$ cat src/sv/fts_pkg.sv
`timescale 1ns / 1ps
`default_nettype none

package fts_pkg;

  localparam int unsigned WINDOW   = 16;
  localparam int unsigned DataW    = 32;
  localparam int unsigned SumW     = 64;
  localparam int unsigned PosW     = $clog2(WINDOW);
  localparam int unsigned WinShift = $clog2(WINDOW + 1) - 1;
  localparam int unsigned RingSumW = DataW + PosW;
  localparam int unsigned DivCntW  = $clog2(DataW);

  typedef enum logic [1:0] {
    OP_START  = 2'd0,
    OP_END    = 2'd1,
    OP_CLEAR  = 2'd2,
    OP_UNUSED = 2'd3
  } opcode_e;

  typedef enum logic [1:0] {
    STAT_START   = 2'd0,
    STAT_DONE    = 2'd1,
    STAT_IGNORED = 2'd2,
    STAT_CLEARED = 2'd3
  } status_e;

  typedef enum logic [2:0] {
    S_IDLE,
    S_DIFF,
    S_EXEC,
    S_DIV_START,
    S_DIV_WAIT,
    S_DONE
  } state_e;

  typedef struct packed {
    logic clear;
    logic push;
  } ring_ctrl_t;

endpackage

`default_nettype wire

$ cat src/sv/frame_time_statistics.sv
// Frame time statistics monitor.
// The input channel (in_valid_i, in_stall_o) carries one event per transaction:
// a frame start or end with its tick timestamp, or a statistics reset.
// The output channel (out_valid_o, out_stall_i) returns exactly one result
// transaction per event, with the status and the statistics after the event.
// Each event passes through the states S_DIFF and S_EXEC to S_DONE, where
// its result is loaded; for a completed frame, S_DIV_START and S_DIV_WAIT
// come between S_EXEC and S_DONE while a restoring divider computes its
// mean at one quotient bit per cycle. The block takes one event at a time;
// in_stall_o is high from acceptance until the result is loaded.
// A result waits in the output register while out_stall_i is high, and the
// next event may already be taken meanwhile; its result is loaded once the
// waiting one has been taken.
// Reset brings the block to its idle state with all statistics cleared, the
// ring marked empty and no start pending; it needs no clearing sequence.
`timescale 1ns / 1ps
`default_nettype none

module frame_time_statistics (
  input  wire logic                       clk_i,
  input  wire logic                       rst_ni,
  input  wire logic                       in_valid_i,
  output logic                            in_stall_o,
  input  wire logic [1:0]                 opcode_i,
  input  wire logic [fts_pkg::DataW-1:0]  timestamp_i,
  output logic                            out_valid_o,
  input  wire logic                       out_stall_i,
  output logic [1:0]                      status_o,
  output logic [fts_pkg::DataW-1:0]       last_interval_o,
  output logic [fts_pkg::DataW-1:0]       min_interval_o,
  output logic [fts_pkg::DataW-1:0]       max_interval_o,
  output logic [fts_pkg::DataW-1:0]       mean_interval_o,
  output logic [fts_pkg::DataW-1:0]       window_mean_o,
  output logic [fts_pkg::DataW-1:0]       frames_counted_o
);

  fts_pkg::state_e              state_q, state_d;
  fts_pkg::opcode_e             op_q;
  fts_pkg::status_e             status_q;
  logic [fts_pkg::DataW-1:0]    ts_q;
  logic [fts_pkg::DataW-1:0]    iv_q;
  logic [fts_pkg::DataW-1:0]    start_stamp_q;
  logic                         pending_q;
  logic [fts_pkg::DataW-1:0]    total_q;
  logic [fts_pkg::SumW-1:0]     sum_q;
  logic [fts_pkg::DataW-1:0]    short_q;
  logic [fts_pkg::DataW-1:0]    long_q;
  logic [fts_pkg::DataW-1:0]    latest_q;
  logic [fts_pkg::DataW-1:0]    mean_q;

  logic                         out_valid_q;
  fts_pkg::status_e             out_status_q;
  logic [fts_pkg::DataW-1:0]    out_last_q;
  logic [fts_pkg::DataW-1:0]    out_min_q;
  logic [fts_pkg::DataW-1:0]    out_max_q;
  logic [fts_pkg::DataW-1:0]    out_mean_q;
  logic [fts_pkg::DataW-1:0]    out_win_q;
  logic [fts_pkg::DataW-1:0]    out_count_q;

  logic                         accept;
  logic                         exec;
  logic                         div_start;
  logic                         mean_load;
  logic                         out_load;
  logic                         frame_done;
  logic                         div_done;
  logic [fts_pkg::DataW-1:0]    div_quotient;
  logic [fts_pkg::DataW-1:0]    ring_mean;
  fts_pkg::ring_ctrl_t          ring_ctrl;

  assign in_stall_o = (state_q != fts_pkg::S_IDLE);
  assign accept     = in_valid_i && !in_stall_o;
  assign frame_done = (op_q == fts_pkg::OP_END) && pending_q;

  always_comb begin
    state_d   = state_q;
    exec      = 1'b0;
    div_start = 1'b0;
    mean_load = 1'b0;
    out_load  = 1'b0;
    unique case (state_q)
      fts_pkg::S_IDLE: begin
        if (in_valid_i) begin
          state_d = fts_pkg::S_DIFF;
        end
      end
      fts_pkg::S_DIFF: begin
        state_d = fts_pkg::S_EXEC;
      end
      fts_pkg::S_EXEC: begin
        exec    = 1'b1;
        state_d = frame_done ? fts_pkg::S_DIV_START : fts_pkg::S_DONE;
      end
      fts_pkg::S_DIV_START: begin
        div_start = 1'b1;
        state_d   = fts_pkg::S_DIV_WAIT;
      end
      fts_pkg::S_DIV_WAIT: begin
        if (div_done) begin
          mean_load = 1'b1;
          state_d   = fts_pkg::S_DONE;
        end
      end
      fts_pkg::S_DONE: begin
        if (!out_valid_q || !out_stall_i) begin
          out_load = 1'b1;
          state_d  = fts_pkg::S_IDLE;
        end
      end
      default: begin
        state_d = fts_pkg::S_IDLE;
      end
    endcase
  end

  always_ff @(posedge clk_i or negedge rst_ni) begin
    if (!rst_ni) begin
      state_q <= fts_pkg::S_IDLE;
    end else begin
      state_q <= state_d;
    end
  end

  always_ff @(posedge clk_i) begin
    if (accept) begin
      op_q <= fts_pkg::opcode_e'(opcode_i);
      ts_q <= timestamp_i;
    end
    if (state_q == fts_pkg::S_DIFF) begin
      iv_q <= ts_q - start_stamp_q;
    end
  end

  always_ff @(posedge clk_i or negedge rst_ni) begin
    if (!rst_ni) begin
      start_stamp_q <= '0;
      pending_q     <= 1'b0;
      total_q       <= '0;
      sum_q         <= '0;
      short_q       <= '1;
      long_q        <= '0;
      latest_q      <= '0;
      mean_q        <= '0;
      status_q      <= fts_pkg::STAT_IGNORED;
    end else begin
      if (exec) begin
        unique case (op_q)
          fts_pkg::OP_START: begin
            start_stamp_q <= ts_q;
            pending_q     <= 1'b1;
            status_q      <= fts_pkg::STAT_START;
          end
          fts_pkg::OP_END: begin
            if (pending_q) begin
              latest_q  <= iv_q;
              pending_q <= 1'b0;
              status_q  <= fts_pkg::STAT_DONE;
              if (total_q != '1) begin
                total_q <= total_q + 1'b1;
                sum_q   <= sum_q + {{(fts_pkg::SumW - fts_pkg::DataW){1'b0}}, iv_q};
              end
              if (iv_q < short_q) begin
                short_q <= iv_q;
              end
              if (iv_q > long_q) begin
                long_q <= iv_q;
              end
            end else begin
              status_q <= fts_pkg::STAT_IGNORED;
            end
          end
          fts_pkg::OP_CLEAR: begin
            total_q  <= '0;
            sum_q    <= '0;
            short_q  <= '1;
            long_q   <= '0;
            mean_q   <= '0;
            status_q <= fts_pkg::STAT_CLEARED;
          end
          fts_pkg::OP_UNUSED: begin
            status_q <= fts_pkg::STAT_IGNORED;
          end
        endcase
      end
      if (mean_load) begin
        mean_q <= div_quotient;
      end
    end
  end

  assign ring_ctrl.clear = exec && (op_q == fts_pkg::OP_CLEAR);
  assign ring_ctrl.push  = exec && frame_done;

  fts_ring u_ring (
    .clk_i         (clk_i),
    .rst_ni        (rst_ni),
    .ctrl_i        (ring_ctrl),
    .value_i       (iv_q),
    .window_mean_o (ring_mean)
  );

  fts_div u_div (
    .clk_i      (clk_i),
    .rst_ni     (rst_ni),
    .start_i    (div_start),
    .dividend_i (sum_q),
    .divisor_i  (total_q),
    .done_o     (div_done),
    .quotient_o (div_quotient)
  );

  always_ff @(posedge clk_i or negedge rst_ni) begin
    if (!rst_ni) begin
      out_valid_q <= 1'b0;
    end else if (out_load) begin
      out_valid_q <= 1'b1;
    end else if (!out_stall_i) begin
      out_valid_q <= 1'b0;
    end
  end

  always_ff @(posedge clk_i) begin
    if (out_load) begin
      out_status_q <= status_q;
      out_last_q   <= latest_q;
      out_min_q    <= short_q;
      out_max_q    <= long_q;
      out_mean_q   <= mean_q;
      out_win_q    <= ring_mean;
      out_count_q  <= total_q;
    end
  end

  assign out_valid_o      = out_valid_q;
  assign status_o         = out_status_q;
  assign last_interval_o  = out_last_q;
  assign min_interval_o   = out_min_q;
  assign max_interval_o   = out_max_q;
  assign mean_interval_o  = out_mean_q;
  assign window_mean_o    = out_win_q;
  assign frames_counted_o = out_count_q;

endmodule

`default_nettype wire

$ cat src/sv/fts_div.sv
`timescale 1ns / 1ps
`default_nettype none

module fts_div (
  input  wire logic                       clk_i,
  input  wire logic                       rst_ni,
  input  wire logic                       start_i,
  input  wire logic [fts_pkg::SumW-1:0]   dividend_i,
  input  wire logic [fts_pkg::DataW-1:0]  divisor_i,
  output logic                            done_o,
  output logic [fts_pkg::DataW-1:0]       quotient_o
);

  logic                          busy_q, busy_d;
  logic                          done_q, done_d;
  logic [fts_pkg::DivCntW-1:0]   cnt_q, cnt_d;
  logic [fts_pkg::DataW-1:0]     rem_q, rem_d;
  logic [fts_pkg::DataW-1:0]     acc_q, acc_d;
  logic [fts_pkg::DataW-1:0]     divisor_q, divisor_d;
  logic [fts_pkg::DataW:0]       trial;
  logic [fts_pkg::DataW:0]       diff;
  logic                          fits;

  // One restoring step per cycle. The upper half of the dividend is always
  // below the divisor, so the quotient fits in DataW bits.
  assign trial = {rem_q, acc_q[fts_pkg::DataW-1]};
  assign diff  = trial - {1'b0, divisor_q};
  assign fits  = ~diff[fts_pkg::DataW];

  always_comb begin
    busy_d    = busy_q;
    done_d    = 1'b0;
    cnt_d     = cnt_q;
    rem_d     = rem_q;
    acc_d     = acc_q;
    divisor_d = divisor_q;
    if (start_i) begin
      busy_d    = 1'b1;
      cnt_d     = '1;
      rem_d     = dividend_i[fts_pkg::SumW-1:fts_pkg::DataW];
      acc_d     = dividend_i[fts_pkg::DataW-1:0];
      divisor_d = divisor_i;
    end else if (busy_q) begin
      rem_d = fits ? diff[fts_pkg::DataW-1:0] : trial[fts_pkg::DataW-1:0];
      acc_d = {acc_q[fts_pkg::DataW-2:0], fits};
      cnt_d = cnt_q - 1'b1;
      if (cnt_q == '0) begin
        busy_d = 1'b0;
        done_d = 1'b1;
      end
    end
  end

  always_ff @(posedge clk_i or negedge rst_ni) begin
    if (!rst_ni) begin
      busy_q <= 1'b0;
      done_q <= 1'b0;
      cnt_q  <= '0;
    end else begin
      busy_q <= busy_d;
      done_q <= done_d;
      cnt_q  <= cnt_d;
    end
  end

  always_ff @(posedge clk_i) begin
    rem_q     <= rem_d;
    acc_q     <= acc_d;
    divisor_q <= divisor_d;
  end

  assign done_o     = done_q;
  assign quotient_o = acc_q;

endmodule

`default_nettype wire

$ cat src/sv/fts_ring.sv
`timescale 1ns / 1ps
`default_nettype none

module fts_ring (
  input  wire logic                       clk_i,
  input  wire logic                       rst_ni,
  input  wire fts_pkg::ring_ctrl_t        ctrl_i,
  input  wire logic [fts_pkg::DataW-1:0]  value_i,
  output logic [fts_pkg::DataW-1:0]       window_mean_o
);

  logic [fts_pkg::DataW-1:0]     entry_q [fts_pkg::WINDOW];
  logic [fts_pkg::WINDOW-1:0]    valid_q, valid_d;
  logic [fts_pkg::PosW-1:0]      pos_q, pos_d;
  logic [fts_pkg::RingSumW-1:0]  sum_q, sum_d;
  logic [fts_pkg::DataW-1:0]     old_value;
  logic [fts_pkg::RingSumW-1:0]  shifted;

  // Entries that were never written since the last clear read as zero.
  assign old_value = valid_q[pos_q] ? entry_q[pos_q] : '0;

  always_comb begin
    valid_d = valid_q;
    pos_d   = pos_q;
    sum_d   = sum_q;
    if (ctrl_i.clear) begin
      valid_d = '0;
      pos_d   = '0;
      sum_d   = '0;
    end else if (ctrl_i.push) begin
      valid_d[pos_q] = 1'b1;
      pos_d = (pos_q == fts_pkg::PosW'(fts_pkg::WINDOW - 1)) ? '0 : pos_q + 1'b1;
      sum_d = sum_q
            - {{(fts_pkg::RingSumW - fts_pkg::DataW){1'b0}}, old_value}
            + {{(fts_pkg::RingSumW - fts_pkg::DataW){1'b0}}, value_i};
    end
  end

  always_ff @(posedge clk_i or negedge rst_ni) begin
    if (!rst_ni) begin
      valid_q <= '0;
      pos_q   <= '0;
      sum_q   <= '0;
    end else begin
      valid_q <= valid_d;
      pos_q   <= pos_d;
      sum_q   <= sum_d;
    end
  end

  always_ff @(posedge clk_i) begin
    if (ctrl_i.push && !ctrl_i.clear) begin
      entry_q[pos_q] <= value_i;
    end
  end

  assign shifted       = sum_q >> fts_pkg::WinShift;
  assign window_mean_o = shifted[fts_pkg::DataW-1:0];

endmodule

`default_nettype wire

$ cat config.mk
export PLATFORM = sky130hd
export DESIGN_NAME = frame_time_statistics
export DESIGN_NICKNAME = d
export VERILOG_FILES = /design/src/sv/fts_pkg.sv /design/src/sv/frame_time_statistics.sv /design/src/sv/fts_div.sv /design/src/sv/fts_ring.sv
export SDC_FILE = /design/constraint.sdc
export NUM_CORES = 2
export LEC_CHECK = 0
export BUFFER_PORTS_ARGS = -buffer_cell sky130_fd_sc_hd__buf_4
export CAP_MARGIN = 20
export CORE_AREA = 8 8 381 383
export CTS_BUF_LIST = sky130_fd_sc_hd__clkbuf_8
export CTS_CLUSTER_DIAMETER = 80
export CTS_CLUSTER_SIZE = 40
export DETAILED_ROUTE_END_ITERATION = 10
export DIE_AREA = 0 0 389 391
export GPL_TIMING_DRIVEN = 0
export MAX_ROUTING_LAYER = met4
export PLACE_DENSITY_LB_ADDON = 0.08
export SYNTH_ARGS = -nofsm -noshare
export SYNTH_HDL_FRONTEND = slang
export SYNTH_HIERARCHICAL = 1
export SYNTH_SLANG_ARGS = --single-unit
$ cat constraint.sdc
create_clock -name clk_i -period 22.4 [get_ports clk_i]
set_clock_uncertainty 0.15 [all_clocks]
set_input_delay 1.12 -clock clk_i [delete_from_list [all_inputs] [get_ports clk_i]]
set_output_delay 1.12 -clock clk_i [all_outputs]
set_load 0.02 [all_outputs]
==> run metrics <==
post-synthesis compound-gate area fraction=8.51%; YS warnings=6; Synth Area in Adders=5.83%; RSZ-0062 raised after global routing=no; largest fanout on the critical path=10; Clk pin slew, worst setup/hold paths=0.17 ns; Root Buffer=clkbuf_8; Die W=389 um; Routability Congestion=0.868; cts hold-fix bufs=0; Post-Synthesis Cells=4049; Regs by FF count=u_ring/entry_q: 512 flops, sum_q: 64 flops, u_ring/sum_q: 36 flops; Total Nets Final=4703; Vias=33500; first-pass GRT wire length=225 mm; Post-CTS Setup Bufs=0; Peak VDD IR=0.0493 mV; 1st-pass router iterations=5; Num CTS Buffers=71; count of input and output buffers=233; WS Path Type=flip-flop to flip-flop; Comb power frac=0.5%; min Tclk post-route=7.17 ns; fin cells=6299; largest net degree at the start of global routing=100; share of layout cells above drive strength 1=18.0%; area share of xor/xnor cells in the synthesized design=2.25%; clock tree buffer depth=3; syn_nets=4323; Power Total=3.58 mW; detailed-route DRC error count=0; max cap viols=0; # rows=137; Fill cells=12600; core box area=139000 um^2; internal power=2.75 mW; Initial Util=39.7%; Layout Area Growth over Synthesis=13.6%; final slew viol count=0; number of global-route vias before repair=34200; startpoint types=flip-flop; Crit path largest cell delay=0.85 ns; post-synth top area share=47.2%; die area=152000 um^2; main combinational cell family by area after synthesis=multiplexers; post-route ant nets=0; Final Hold Fails=0; Post-CTS Resized=0; final hold slack=0.0970 ns; clock sink count=1194; routed len/inst=23.9 um; Async S/R FF share, synth=27.3%; max reg flops=512; CTS tree=built; Worst path slowest cell=clkbuf_1; Global Route Usage Sum=20.0%; fmax=139 MHz; sequential power share=65.5%; Rel. slew slack=25.6%; CP Capture Type=flip-flop; die height=391 um; # setup viols final=0; count of cell types in the netlist=107; fin crit share=32.0%; multiplexer share of the synthesized area=8.88%; DR iter-0 viols=2370; Crit path max-delay family=buffers and inverters; dpl cell area=60700 um^2; leakage power=23.1 nW; WP buf/inv=3; switching power=0.837 mW; pwr dens=57.2 nW/um^2; overflow left after global routing=0; CP cell instances=clkbuf_1 -> buf_1 -> clkbuf_1 -> mux4_2 -> mux4_2 -> nor2b_1 -> fa_1 -> fa_1 -> and2b_1 -> o2111ai_2 -> a21oi_2 -> o21ai_2 -> o41ai_4 -> a21oi_1 -> or4b_1 -> o311ai_1; post-synthesis simple-gate area fraction=8.61%; Most flops, register=u_ring/entry_q; Synth area leaders=edfxtp_1 47%, dfrtp_1 13%, mux4_2 6.7%; Critical Path AT=7.73 ns; H-tree Lvls=3; initial antenna violation count=6; post-DP HPWL=110 mm; clock share of power=34.0%; Seq cells post-synth=1194; mapped cell area=55200 um^2; Worst EP required=22.95 ns; Mean Syn Cell Area=13.6 um^2; Vias/cell=5.31; Yosys top cell by area=edfxtp_1; placed cells=6154; Switching Share=23.4%; Total Wirelength=151 mm; Ports=234; clk_lat worst skew=0.82 ns; Synth Flop Type=edfxtp_1; run status=finished clean; share of the yosys chip area belonging to registers=62.1%; Post-synth EDFFs=868; Slew @ Worst Pin=1.12 ns; design area=62700 um^2; worst min path class=primary input to asynchronous set/reset pin; final setup TNS=0 ns
-- cell families after synthesis --
logic type	Yosys count
AO/OA/AOI/OAI	698
XOR/XNOR	142
adder cells (fa/ha/maj)	236
buffers and inverters	508
flip-flops	1194
multiplexers	279
AND/OR/NAND/NOR	992
-- routing by layer --
| layer | part of all wire, % | track usage (%) |
|---|---|---|
| met1 | 45 | 26.3 |
| met2 | 49 | 33.8 |
| met3 | 4.0 | 2.32 |
| met4 | 1.9 | 4.41 |
| met5 | 0 | - |
-- area by class of cell --
cell class                 count  area, um^2  share of cell area [%]
antenna                        5        12.5                  0.0200
buffer                       204         975                    1.55
clock buffer                  73        1000                    1.60
clock inverter                58         776                    1.24
inverter                     304        1140                    1.82
multi-input combinational   2347       19000                    30.2
sequential                  1194       34300                    54.7
tap                         1807        2260                    3.61
timing repair buffer         307        3290                    5.26
-- power groups by stage --
stage / Clock [mW] / Sequential (mW) / Combinational [mW]
global placement: 0 / 2.39 / 0.0185
floorplan: 0 / 2.39 / 0.0000419
CTS: 1.27 / 2.35 / 0.0210
detailed placement: 0 / 2.39 / 0.0209
global route: 1.34 / 2.35 / 0.0226
finish: 1.22 / 2.35 / 0.0196
-- cell usage in the layout (no fill, tap or decap), types with 18 or more instances in the layout --
master    instances
buf_4           267
o22a_1           32
mux2i_1          70
dfrtp_1         293
o21ai_1          37
mux2_2           43
nand2_1         405
ha_1            201
mux4_2          164
a21o_1          113
a31oi_1          28
nor2_1          167
xnor2_1          75
or3_1            18
buf_12           23
nand2b_1         29
buf_1            21
nor3_1           33
a21oi_1         168
o21a_1           31
nand4_1          59
buf_16           31
and3_1           21
o21ai_0         118
buf_2            28
buf_6            18
nand3_1          90
edfxtp_1        868
xor2_1           67
inv_1           304
dfstp_2          33
nor2b_1          54
clkbuf_1        117
o31ai_1          20
clkbuf_8         73
fa_1             35
-- through the flow --
stage / util (%) / setup slack [ns]
6_report: 45.1 / 15.23
5_1_grt: 45.1 / 15.06
4_1_cts: 45.0 / 15.20
3_5_place_dp: 43.7 / 15.21
3_3_place_gp: 42.6 / 4.89
2_1_floorplan: - / 10.99
-- worst paths after layout --
path                                      start               end  slack, ns  depth (start not counted)
setup reg to reg                u_ring/pos_q[1]  u_ring/sum_q[26]      15.23                         16
min in group clk_i         u_div/quotient_o[15]        mean_q[15]       0.31                          2
setup / recovery                u_ring/pos_q[1]  u_ring/sum_q[26]      15.23                         16
hold / removal                           rst_ni   u_ring/sum_q[2]        0.1                          1
hold reg to reg            u_div/quotient_o[15]        mean_q[15]       0.31                          2
max in group asynchronous                rst_ni       total_q[29]      20.19                          4
-- cell usage after synthesis, types with 31 or more instances --
cell type and count:
mux2_2 43, o22a_1 32, a21o_1 113, nand3_1 90
dfrtp_1 293, buf_4 33, dfstp_2 33, o21a_1 31
nand4_1 59, xnor2_1 75, o21ai_0 118, nor3_1 37
o21ai_1 37, nor2b_1 54, nor2_1 182, edfxtp_1 868
fa_1 35, nand2_1 405, mux2i_1 70, ha_1 201
a21oi_1 169, clkbuf_1 117, inv_1 301, mux4_2 164
xor2_1 67
No activity file was read; power rests on OpenSTA's default activity.
